[config.mk]
export PLATFORM = sky130hd
export DESIGN_NAME = esmv_ctrl
export DESIGN_NICKNAME = d
export VERILOG_FILES = /design/src/hw/rtl/esmv_pkg.sv /design/src/hw/rtl/esmv_ctrl.sv
export SDC_FILE = /design/constraint.sdc
export NUM_CORES = 1
export LEC_CHECK = 0
export ABC_CLOCK_PERIOD_IN_PS = 3200
export BUFFER_PORTS_ARGS = -buffer_cell sky130_fd_sc_hd__buf_2
export CAP_MARGIN = 40
export CORE_AREA = 5 5 42 44
export DETAILED_ROUTE_END_ITERATION = 8
export DIE_AREA = 0 0 47 49
export SETUP_SLACK_MARGIN = 0.05
export SLEW_MARGIN = 20
export SYNTH_ARGS = -nofsm -noshare
export SYNTH_HDL_FRONTEND = slang
export SYNTH_SLANG_ARGS = --single-unit
[constraint.sdc]
create_clock -name clk -period 3.2 [get_ports clk]
set_input_delay 0.32 -clock clk [delete_from_list [all_inputs] [get_ports clk]]
set_output_delay 0.32 -clock clk [all_outputs]
set_load 0.1 [all_outputs]
[src/hw/rtl/esmv_pkg.sv]
// ============================================================================
// esmv_pkg
// Shared types and constants of the ELLPACK sparse matrix-vector unit:
// channel payloads, controller states, and controller/datapath handshakes.
// ============================================================================
`default_nettype none

package esmv_pkg;

  // Item commands
  localparam logic CMD_LOAD   = 1'b0;
  localparam logic CMD_MATRIX = 1'b1;

  // Configuration port
  localparam int CFG_IDX_W  = 2;
  localparam int CFG_DATA_W = 32;
  localparam logic [CFG_IDX_W-1:0] CFG_ALPHA_IDX = 2'd0;
  localparam logic [CFG_IDX_W-1:0] CFG_BETA_IDX  = 2'd1;

  // Register reset values (Q16.16)
  localparam logic signed [31:0] ALPHA_RESET = 32'sd65536;
  localparam logic signed [31:0] BETA_RESET  = 32'sd0;

  // One input item
  typedef struct packed {
    logic               cmd;
    logic [9:0]         index;
    logic signed [31:0] item_value;
    logic               padding;
    logic               row_last;
    logic signed [31:0] prior_out;
  } in_item_t;

  // One result item
  typedef struct packed {
    logic signed [31:0] out_value;
    logic [15:0]        out_row;
    logic               saturated;
  } out_item_t;

  // Controller states
  typedef enum logic [2:0] {
    S_IDLE,
    S_MUL_VALUE,
    S_MUL_X,
    S_ACC_TERM,
    S_MUL_PRIOR,
    S_ACC_PRIOR,
    S_EMIT
  } esmv_state_t;

  // Operand pair for the shared multiplier
  typedef enum logic [1:0] {
    MUL_ALPHA_VALUE,
    MUL_SCALED_X,
    MUL_BETA_PRIOR
  } mul_sel_t;

  // Controller to datapath
  typedef struct packed {
    logic     take_item;
    logic     load_x;
    logic     mul_en;
    mul_sel_t mul_sel;
    logic     acc_en;
    logic     emit;
  } ctrl_cmd_t;

  // Datapath to controller
  typedef struct packed {
    logic in_cmd;
    logic in_padding;
    logic in_last;
    logic item_last;
    logic beta_zero;
    logic out_full;
  } dp_status_t;

endpackage

`default_nettype wire

[src/hw/rtl/esmv_ctrl.sv]
// ============================================================================
// esmv_ctrl
// Sequencer: steps one matrix slot through the shared multiplier and the
// accumulator, then finishes the row into the output register.
// ============================================================================
`default_nettype none

module esmv_ctrl (
  input  wire logic                  clk,
  input  wire logic                  rst,
  input  wire logic                  in_valid,
  output      logic                  in_ready,
  input  wire esmv_pkg::dp_status_t  status,
  output      esmv_pkg::ctrl_cmd_t   ctrl
);
  import esmv_pkg::*;

  esmv_state_t state, state_next;

  // State register
  always_ff @(posedge clk) begin
    if (rst) begin
      state <= S_IDLE;
    end else begin
      state <= state_next;
    end
  end

  // Next state and commands
  always_comb begin
    state_next   = state;
    in_ready     = 1'b0;
    ctrl         = '0;
    ctrl.mul_sel = MUL_ALPHA_VALUE;
    case (state)
      S_IDLE: begin
        in_ready       = 1'b1;
        ctrl.take_item = in_valid;
        if (in_valid && status.in_cmd == CMD_MATRIX) begin
          if (!status.in_padding) begin
            state_next = S_MUL_VALUE;
          end else if (status.in_last) begin
            state_next = status.beta_zero ? S_EMIT : S_MUL_PRIOR;
          end
        end
      end
      S_MUL_VALUE: begin
        ctrl.load_x  = 1'b1;
        ctrl.mul_en  = 1'b1;
        ctrl.mul_sel = MUL_ALPHA_VALUE;
        state_next   = S_MUL_X;
      end
      S_MUL_X: begin
        ctrl.mul_en  = 1'b1;
        ctrl.mul_sel = MUL_SCALED_X;
        state_next   = S_ACC_TERM;
      end
      S_ACC_TERM: begin
        ctrl.acc_en = 1'b1;
        if (status.item_last) begin
          state_next = status.beta_zero ? S_EMIT : S_MUL_PRIOR;
        end else begin
          state_next = S_IDLE;
        end
      end
      S_MUL_PRIOR: begin
        ctrl.mul_en  = 1'b1;
        ctrl.mul_sel = MUL_BETA_PRIOR;
        state_next   = S_ACC_PRIOR;
      end
      S_ACC_PRIOR: begin
        ctrl.acc_en = 1'b1;
        state_next  = S_EMIT;
      end
      S_EMIT: begin
        // hold until the output register can take the row
        if (!status.out_full) begin
          ctrl.emit  = 1'b1;
          state_next = S_IDLE;
        end
      end
      default: begin
        state_next = S_IDLE;
      end
    endcase
  end

endmodule

`default_nettype wire

* Word-level counts from Yosys, hierarchy flattened
Index checks and enable logic that the tools add are counted.
** Operators by class
- Muxes and demuxes :: 14
- Equality and inequality tests :: 9
- Reduce and logical (&&, ||, !) cells :: 4
** Operator list (number)
- $pmux W3 S7 :: 1
- $mux W3 :: 5
- $eq A3 B3 Y1 const B :: 3
- $pmux W3 S3 :: 1
- $eq A3 B2 Y1 const B :: 2
- $mux W1 :: 6
- $ne A2 B2 Y1 const B :: 2
- $eq A3 B1 Y1 const B :: 1
- $logic_not A3 Y1 :: 1
- $ne A3 B3 Y1 const B :: 1
- $reduce_and A3 Y1 :: 1
- $mux W2 :: 1
- $reduce_or A2 Y1 :: 1
- $logic_and A1 B1 Y1 :: 1
** Word-level totals
- Register bits :: 3
- Input port bits :: 9
- Output and inout bits :: 8
- Logic and storage cells :: 28

* Longest topological paths before layout
Gate-level depths: netlist (run 1).
- Depth after elaboration :: 5
- Gate-level depth with buffers :: 5
- Gate-level depth less buffers :: 4

* Least setup slack after synthesis (run 1)
OpenSTA, ideal clock, no wires.
- Path kind :: flip-flop to output port
- Start point :: register state[1]
- End point :: output ctrl[6] in the netlist's numbering
- Buffers on the path :: 1
- Cell stages (with the launch flop) :: 4
- Path slack :: -0.641 ns
- Data arrival time :: 3.521 ns
- Data required time :: 2.880 ns
- Path through :: dfxtp_1 buf_6 nor3_1 and2_1
** RTL lines
- start, declared :: line esmv_ctrl.sv:18 : esmv_state_t state, state_next;
- start signal, assigned :: line esmv_ctrl.sv:25 : state <= state_next;
- end, declared :: line esmv_ctrl.sv:14 : output esmv_pkg::ctrl_cmd_t ctrl

==> results of run 1 <==
## cells by family (layout without fill, tap and decap cells)
group                  count (synthesis)  in the layout
XOR/XNOR                               1              1
buffers and inverters                  4             21
flip-flops                             3              3
AND/OR/NAND/NOR                       17             17
AO/OA/AOI/OAI                         11             11
## per-layer routing
metal / track usage (%) / part of all wire, % / vias to the layer above
met5: 0 / 0 / -
met4: 2.765 / 0 / 0
met3: 4.428 / 13 / 0
met2: 8.371 / 43 / 13
met1: 8.096 / 44 / 131
li1: - / - / 165
## cell usage in the layout, fill, tap and decap left out, drive strengths merged
master and instances:
nor2 4, a21oi 4, nand2 1, nor2b 1, a2111oi 1, nand4bb 1
xnor2 1, o21ai 2, nor3 2, clkbuf 4, nand3 2, buf 16
nand3b 2, o21bai 1, dfxtp 3, inv 1, a211oi 2, and2 2
o32ai 1, nor3b 2
## Yosys cell counts
library cell,count,area [um^2]
dfxtp_1,3,60.06
nor2b_1,1,6.260
and2_1,2,12.51
nor2_1,4,15.01
nand4bb_1,1,11.26
inv_1,1,3.750
o21ai_0,2,10.01
o32ai_1,1,8.760
nand3_1,1,5.000
a21oi_1,3,15.01
a2111oi_2,1,15.01
nand3b_1,2,15.01
a21oi_2,1,8.760
o21bai_1,1,7.510
nand3_2,1,10.01
xnor2_1,1,8.760
buf_6,1,11.26
buf_2,2,10.01
nor3_1,2,10.01
a211oi_1,2,15.01
nand2_1,1,3.750
nor3b_1,2,15.01
## area by class of cell
cell class                 instances  area, um^2  share of cell area (%)
clock buffer                       4       26.28                   6.774
inverter                           1       3.754                  0.9677
timing repair buffer              16       80.08                   20.65
multi-input combinational         29       197.7                   50.97
tap                               16       20.02                   5.161
sequential                         3       60.06                   15.48
## power by group through the flow
stage	registers [mW]	clock network [mW]	logic (mW)
final	0.0502	0.0675	0.109
after global routing	0.0514	0.0768	0.114
after CTS	0.0501	0.0719	0.110
after detailed placement	0.0508	0	0.110
after global placement	0.0507	0	0.110
after floorplan	0.0438	0	0.100
## through the flow
| step | total power [mW] | util (%) | instance area, um^2 | hold WS [ns] | worst slack [ns] |
|---|---|---|---|---|---|
| after CTS | 0.2321 | 27.68 | 387.9 | 0.2846 | 1.268 |
| final | 0.2269 | 27.68 | 387.9 | 0.2928 | 1.282 |
| after global routing | 0.2423 | 27.68 | 387.9 | 0.2901 | 1.161 |
| after global placement | 0.1603 | 25.80 | 361.6 | 0.5347 | 1.538 |
| after detailed placement | 0.1607 | 25.80 | 361.6 | 0.5371 | 1.523 |
| after floorplan | 0.1440 | - | 282.8 | 0.3924 | 0.09913 |
## path summary, 6_finish.rpt
path / cells past startpoint / to
worst min register to register: 1 / state[0]$_SDFFE_PP0P_
worst max-delay path: 4 / ctrl[4]
worst max register to register: 3 / state[0]$_SDFFE_PP0P_
worst min-delay path: 2 / state[2]$_SDFFE_PP0P_
## worst reg2reg max path, stage by stage, from the launching register on
cell       delay, ns
dfxtp_1         0.44
a2111oi_2       0.45
nand3b_1        0.19
a211oi_1        0.06
==> results.md, run 1 <==
- Antenna Cells: 0
- Switching power: 0.1157 mW
- Seq/Total Area, Yosys: 21.62%
- Clock tree buffer depth: 2
- DR iter-0 viols: 0
- Final Cycle Share: 59.94%
- Clk_lat worst skew: 0.23 ns
- Skew final: 0.00001796 ns
- CP max stage delay: 0.60 ns
- Synth Area in Simple Gates: 37.39%
- Maximum achievable frequency: 521.4 MHz
- Post-DP HPWL: 525.1 um
- Worst Tran Pin Value: 0.4874 ns
- Post-CTS setup buffers: 0
- Crit Path Class: flop to output pin
- Synth Area in Adders: 0%
- Routed Antenna Nets: 0
- CP delay by family, top: flip-flops
- Syn Inst Count: 36
- Remaining Overflow, GRT: 0
- I/O pin total: 17
- GRT Overall Usage: 6.470%
- Share of cells above drive strength 1: 43.40%
- Biggest register: state
- CP startpoint: state[1]$_SDFFE_PP0P_
- Max-slew headroom: 67.73%
- Number of gates resized after cts: 0
- Syn nets: 45
- Mapped cell area: 277.8 um^2
- Hold wc startpoint: rst
- Status: finished clean
- Critical-path cell list: nor2_1, and2_1, o21bai_1, buf_2
- Clock Pin Slew Worst Setup and Hold Paths: 0.04 ns
- Die X: 47 um
- Site Rows: 14
- Pint: 0.1112 mW
- Cell Pwr Density: 584.9 mW/mm^2
- Via count: 309
- CP Max Fanout: 13
- Seq pwr share: 22.1%
- Mux cell area share after synthesis: 0%
- CP bufs+invs: 1
- Non-filler cells, final: 69
- Setup Viol. Count Final: 0
- Initial Util: 19.82%
- Min Tclk post-route: 1.918 ns
- Port bufs: 16
- Biggest regs: state: 3 flops
- Synth-to-layout area growth: 39.64%
- # fillers: 159
- Worst VDD drop: 184.1 uV
- Cells after DPL: 65
- Synth Area in Compound Gates: 28.83%
- R2r setup slk: 1.93 ns
- Crit path DAT: 1.60 ns
- Lkg Pwr: 0.1620 nW
- Drt via density: 4.478
- Final Wtd Congestion: 0.6293
- Core area: 0.001401 mm^2
- Netlist cell types: 22
- Vias in the first global route: 268
- Synth Warn #: 0
- Hold buffer count at CTS: 0
- Main combinational cell family by area after synthesis: simple AND/OR/NAND/NOR gates
- Flops & latches, synth: 3
- Die Height: 49 um
- Number of nets in the layout: 63
- First-pass GRT wire length: 1055 um
- Max-cap viol count: 0
- Clock sinks: 3
- CP max stage cell: dfxtp_1
- Unrepaired setup endpoints after global routing: no
- Sw Ratio: 50.98%
- Comb pwr share: 48.1%
- Fin Setup TNS: 0 ns
- Final hold violation count: 0
- Worst endpoint required time: 2.88 ns
- Clk Tree Root Cell: clkbuf_4
- Routed length per placed instance: 9.638 um
- Initial antenna violation count: 0
- CTS tree: built
- XOR/XNOR share of the synthesized area: 3.153%
- Max reg flops: 3
- # DRC: 0
- DR pass1 iterations: 1
- Overall routed net length: 665 um
- Worst hold path class: input pin to flop
- H-tree depth: 1
- Crit end category: output pin
- Clock share of power: 29.7%
- Largest net degree at the start of global routing: 16
- Die area: 0.002303 mm^2
- Startpoint Class: flop
- R2R Path Start: state[0]$_SDFFE_PP0P_
- Mean Syn Cell Area: 7.716 um^2
- Pins Over Slew Limit: 0
- CTS Buf Count: 3
Power figures use the tool's default switching activity.
==> inputs of run 2 (changes only) <==
--- a/config.mk
+++ b/config.mk
@@ -5,7 +5,8 @@
 export SDC_FILE = /design/constraint.sdc
 export NUM_CORES = 1
 export LEC_CHECK = 0
-export ABC_CLOCK_PERIOD_IN_PS = 3200
+export ABC_AREA = 1
+export ABC_CLOCK_PERIOD_IN_PS = 1600
 export BUFFER_PORTS_ARGS = -buffer_cell sky130_fd_sc_hd__buf_2
 export CAP_MARGIN = 40
 export CORE_AREA = 5 5 42 44
==> constraint.sdc (replaced) <==
create_clock -name clk -period 1.6 [get_ports clk]
set_input_delay 0.16 -clock clk [delete_from_list [all_inputs] [get_ports clk]]
set_output_delay 0.16 -clock clk [all_outputs]
set_load 0.1 [all_outputs]
==> results.md, run 2 <==
- Design Area, Final: 584.3 um^2 (+51%)
- Remaining Overflow, GRT: 0 (unchanged)
- Drt via density: 4.209 (-6.0%)
- CP Max Fanout: 7 (-6)
- CP delay by family, top: simple AND/OR/NAND/NOR gates
- Hold WS: 0.1248 ns (-0.1680 ns)
- GRT Overall Usage: 8.310% (+1.8 points)
- Post-DP HPWL: 771.5 um (+47%)
- Netlist cell types: 18 (-18%)
- Async S/R FF share, synth: 0% (unchanged)
- Synth Area in Compound Gates: 17.46% (-11 points)
- Mean Syn Cell Area: 5.733 um^2 (-26%)
- CP bufs+invs: 2 (+1)
- DR iter-0 viols: 6 (+6)
- Die area: 0.002303 mm^2 (unchanged)
- Main combinational cell family by area after synthesis: simple AND/OR/NAND/NOR gates
- Largest net degree at the start of global routing: 10 (-6)
- DR pass1 iterations: 4 (+3)
- Unrepaired setup endpoints after global routing: no
- Routed length per placed instance: 9.516 um (-1.3%)
- Die Height: 49 um (unchanged)
- Maximum achievable frequency: 691.9 MHz
- XOR/XNOR share of the synthesized area: 0% (-3.2 points)
- Lkg Pwr: 0.2979 nW (+84%)
- Crit path DAT: 1.29 ns (-0.31 ns)
- Port bufs: 16 (unchanged)
- Core area: 0.001401 mm^2 (unchanged)
- CP dominant cell by count: nand2_1
- Seq/Total Area, Yosys: 19.05% (-2.6 points)
- Status: finished clean
- Synth top area share: 19.05% (-2.6 points)
- Clock sinks: 3 (unchanged)
- Pins Over Slew Limit: 0 (unchanged)
- Synth Area in Simple Gates: 48.02% (+11 points)
- Max-slew headroom: 80.40% (+13 points)
- Final hold violation count: 0 (unchanged)
- Post-synth top cells: 15 x nand2_1, 9 x inv_1, 6 x nor2_1, 4 x inv_2, 4 x nand3_1
- CP max stage delay: 0.38 ns (-0.22 ns)
- Post-synth EDFFs: 0 (unchanged)
- Initial antenna violation count: 0 (unchanged)
- Syn Inst Count: 55 (+53%)
- Clk_lat worst skew: 0.23 ns (about the same)
- Fin Setup TNS: 0 ns (unchanged)
- # DRC: 0 (unchanged)
- Initial Util: 22.50% (+2.7 points)
- Most common cell after layout, fill and taps aside: nand2_1
- Synth Area in Adders: 0% (unchanged)
- Skew final: 0.0002469 ns (+0.0002289 ns)
- Worst VDD drop: 805.0 uV (+340%)
- Clk Tree Root Cell: clkbuf_4
- Dominant cell type by area after synthesis: dfxtp_1
- CTS tree: built
- Max reg flops: 3 (unchanged)
- Synth top area cells: dfxtp_1 19%, nand2_1 18%, inv_1 11%
- H-tree depth: 1 (unchanged)
- DP Area: 553.0 um^2 (+53%)
- Vias in the first global route: 350 (+31%)
- Syn nets: 64 (+42%)
- Antenna Cells: 0 (unchanged)
- Biggest regs: state: 3 flops
- Flops & latches, synth: 3 (unchanged)
- Hold buffer count at CTS: 0 (unchanged)
- Crit end category: output pin
- Tot Pwr: 0.9030 mW (+300%)
- Most frequent cells in the layout: 15 x nand2_1, 9 x inv_1, 8 x buf_2, 7 x buf_12, 5 x nor2_1
- Overall routed net length: 866 um (+30%)
- Number of nets in the layout: 85 (+35%)
- Final Cycle Share: 90.33%
- Startpoint Class: flop
- Setup Viol. Count Final: 0 (unchanged)
- Min Tclk post-route: 1.445 ns
- Mapped cell area: 315.3 um^2 (+14%)
- CP max stage cell: dfxtp_1
- Crit Path Class: flop to output pin
- Cell Pwr Density: 1545 mW/mm^2 (+160%)
- Max-cap viol count: 0 (unchanged)
- Routed Antenna Nets: 0 (unchanged)
- Clock tree buffer depth: 2 (unchanged)
- Share of cells above drive strength 1: 45.33% (+1.9 points)
- Worst endpoint required time: 1.44 ns (-1.44 ns)
- Final Wtd Congestion: 0.7631 (+21%)
- Final Util: 41.70% (+14 points)
- Count leader, synth: nand2_1
- Worst hold path class: input pin to flop
- Synth-to-layout area growth: 85.32%
- Clock Pin Slew Worst Setup and Hold Paths: 0.03 ns (about the same)
- First-pass GRT wire length: 1428 um (+35%)
- R2r setup slk: 0.45 ns (-1.48 ns)
- Top_reg_cell synth: dfxtp_1
- CTS Buf Count: 3 (unchanged)
- I/O pin total: 17 (unchanged)
- Synth Warn #: 0 (unchanged)
- Die X: 47 um (unchanged)
- Worst Tran Pin Value: 0.2937 ns (-0.1937 ns)
- Site Rows: 14 (unchanged)
- Via count: 383 (+24%)
- Mux cell area share after synthesis: 0% (unchanged)
- Biggest register: state
- Critical-path cell list: nor2_4, nand2_1, nand2_1, inv_1, nand2_1, buf_12
[run 2: layout make-up]
class	count	area (um^2)
fill	148	817.0
multi-input combinational	39	239.0
timing repair buffer	16	187.7
sequential	3	62.56
inverter	13	48.80
clock buffer	4	26.28
tap	16	20.02
[run 2: metrics by stage]
step	instances	setup slack (ns)
global route	91	0.06049
floorplan	55	0.04725
finish	91	0.1547
detailed placement	87	0.2974
CTS	91	0.06062
global placement	87	0.3140
[run 2: worst paths after layout]
| kind | startpoint | endpoint | cells after the start |
|---|---|---|---|
| hold / removal | rst | state[1]$_SDFFE_PP0P_ | 2 |
| setup / recovery | state[1]$_SDFFE_PP0P_ | ctrl[4] | 6 |
| hold reg to reg | state[2]$_SDFFE_PP0P_ | state[2]$_SDFFE_PP0P_ | 2 |
| setup reg to reg | state[1]$_SDFFE_PP0P_ | state[2]$_SDFFE_PP0P_ | 7 |
[run 2: routing by layer]
layer | GRT usage, % | wire (um) | vias to the layer above
met1 | 10.33 | 328 | 163
li1 | - | - | 212
met5 | 0 | 0 | -
met2 | 12.44 | 465 | 8
met3 | 2.583 | 72 | 0
met4 | 4.147 | 0 | 0
[run 2: where the power goes]
group          total [mW]  switching [mW]  leakage [nW]  internal (mW)
clock network       0.128          0.0349        0.0150         0.0932
logic               0.660           0.449         0.258          0.210
registers           0.115          0.0260        0.0253         0.0893
total               0.903           0.510         0.298          0.393
[run 2: cell families (layout without fill, tap and decap cells)]
| kind of cell | Yosys count | count (layout) |
|---|---|---|
| flip-flops | 3 | 3 |
| buffers and inverters | 13 | 33 |
| AND/OR/NAND/NOR | 31 | 31 |
| AO/OA/AOI/OAI | 8 | 8 |
[run 2: what timing repair did]
action,4_1_cts,5_1_grt
gates resized for setup,1,2
setup buffers,0,0
setup endpoints to repair,1,2
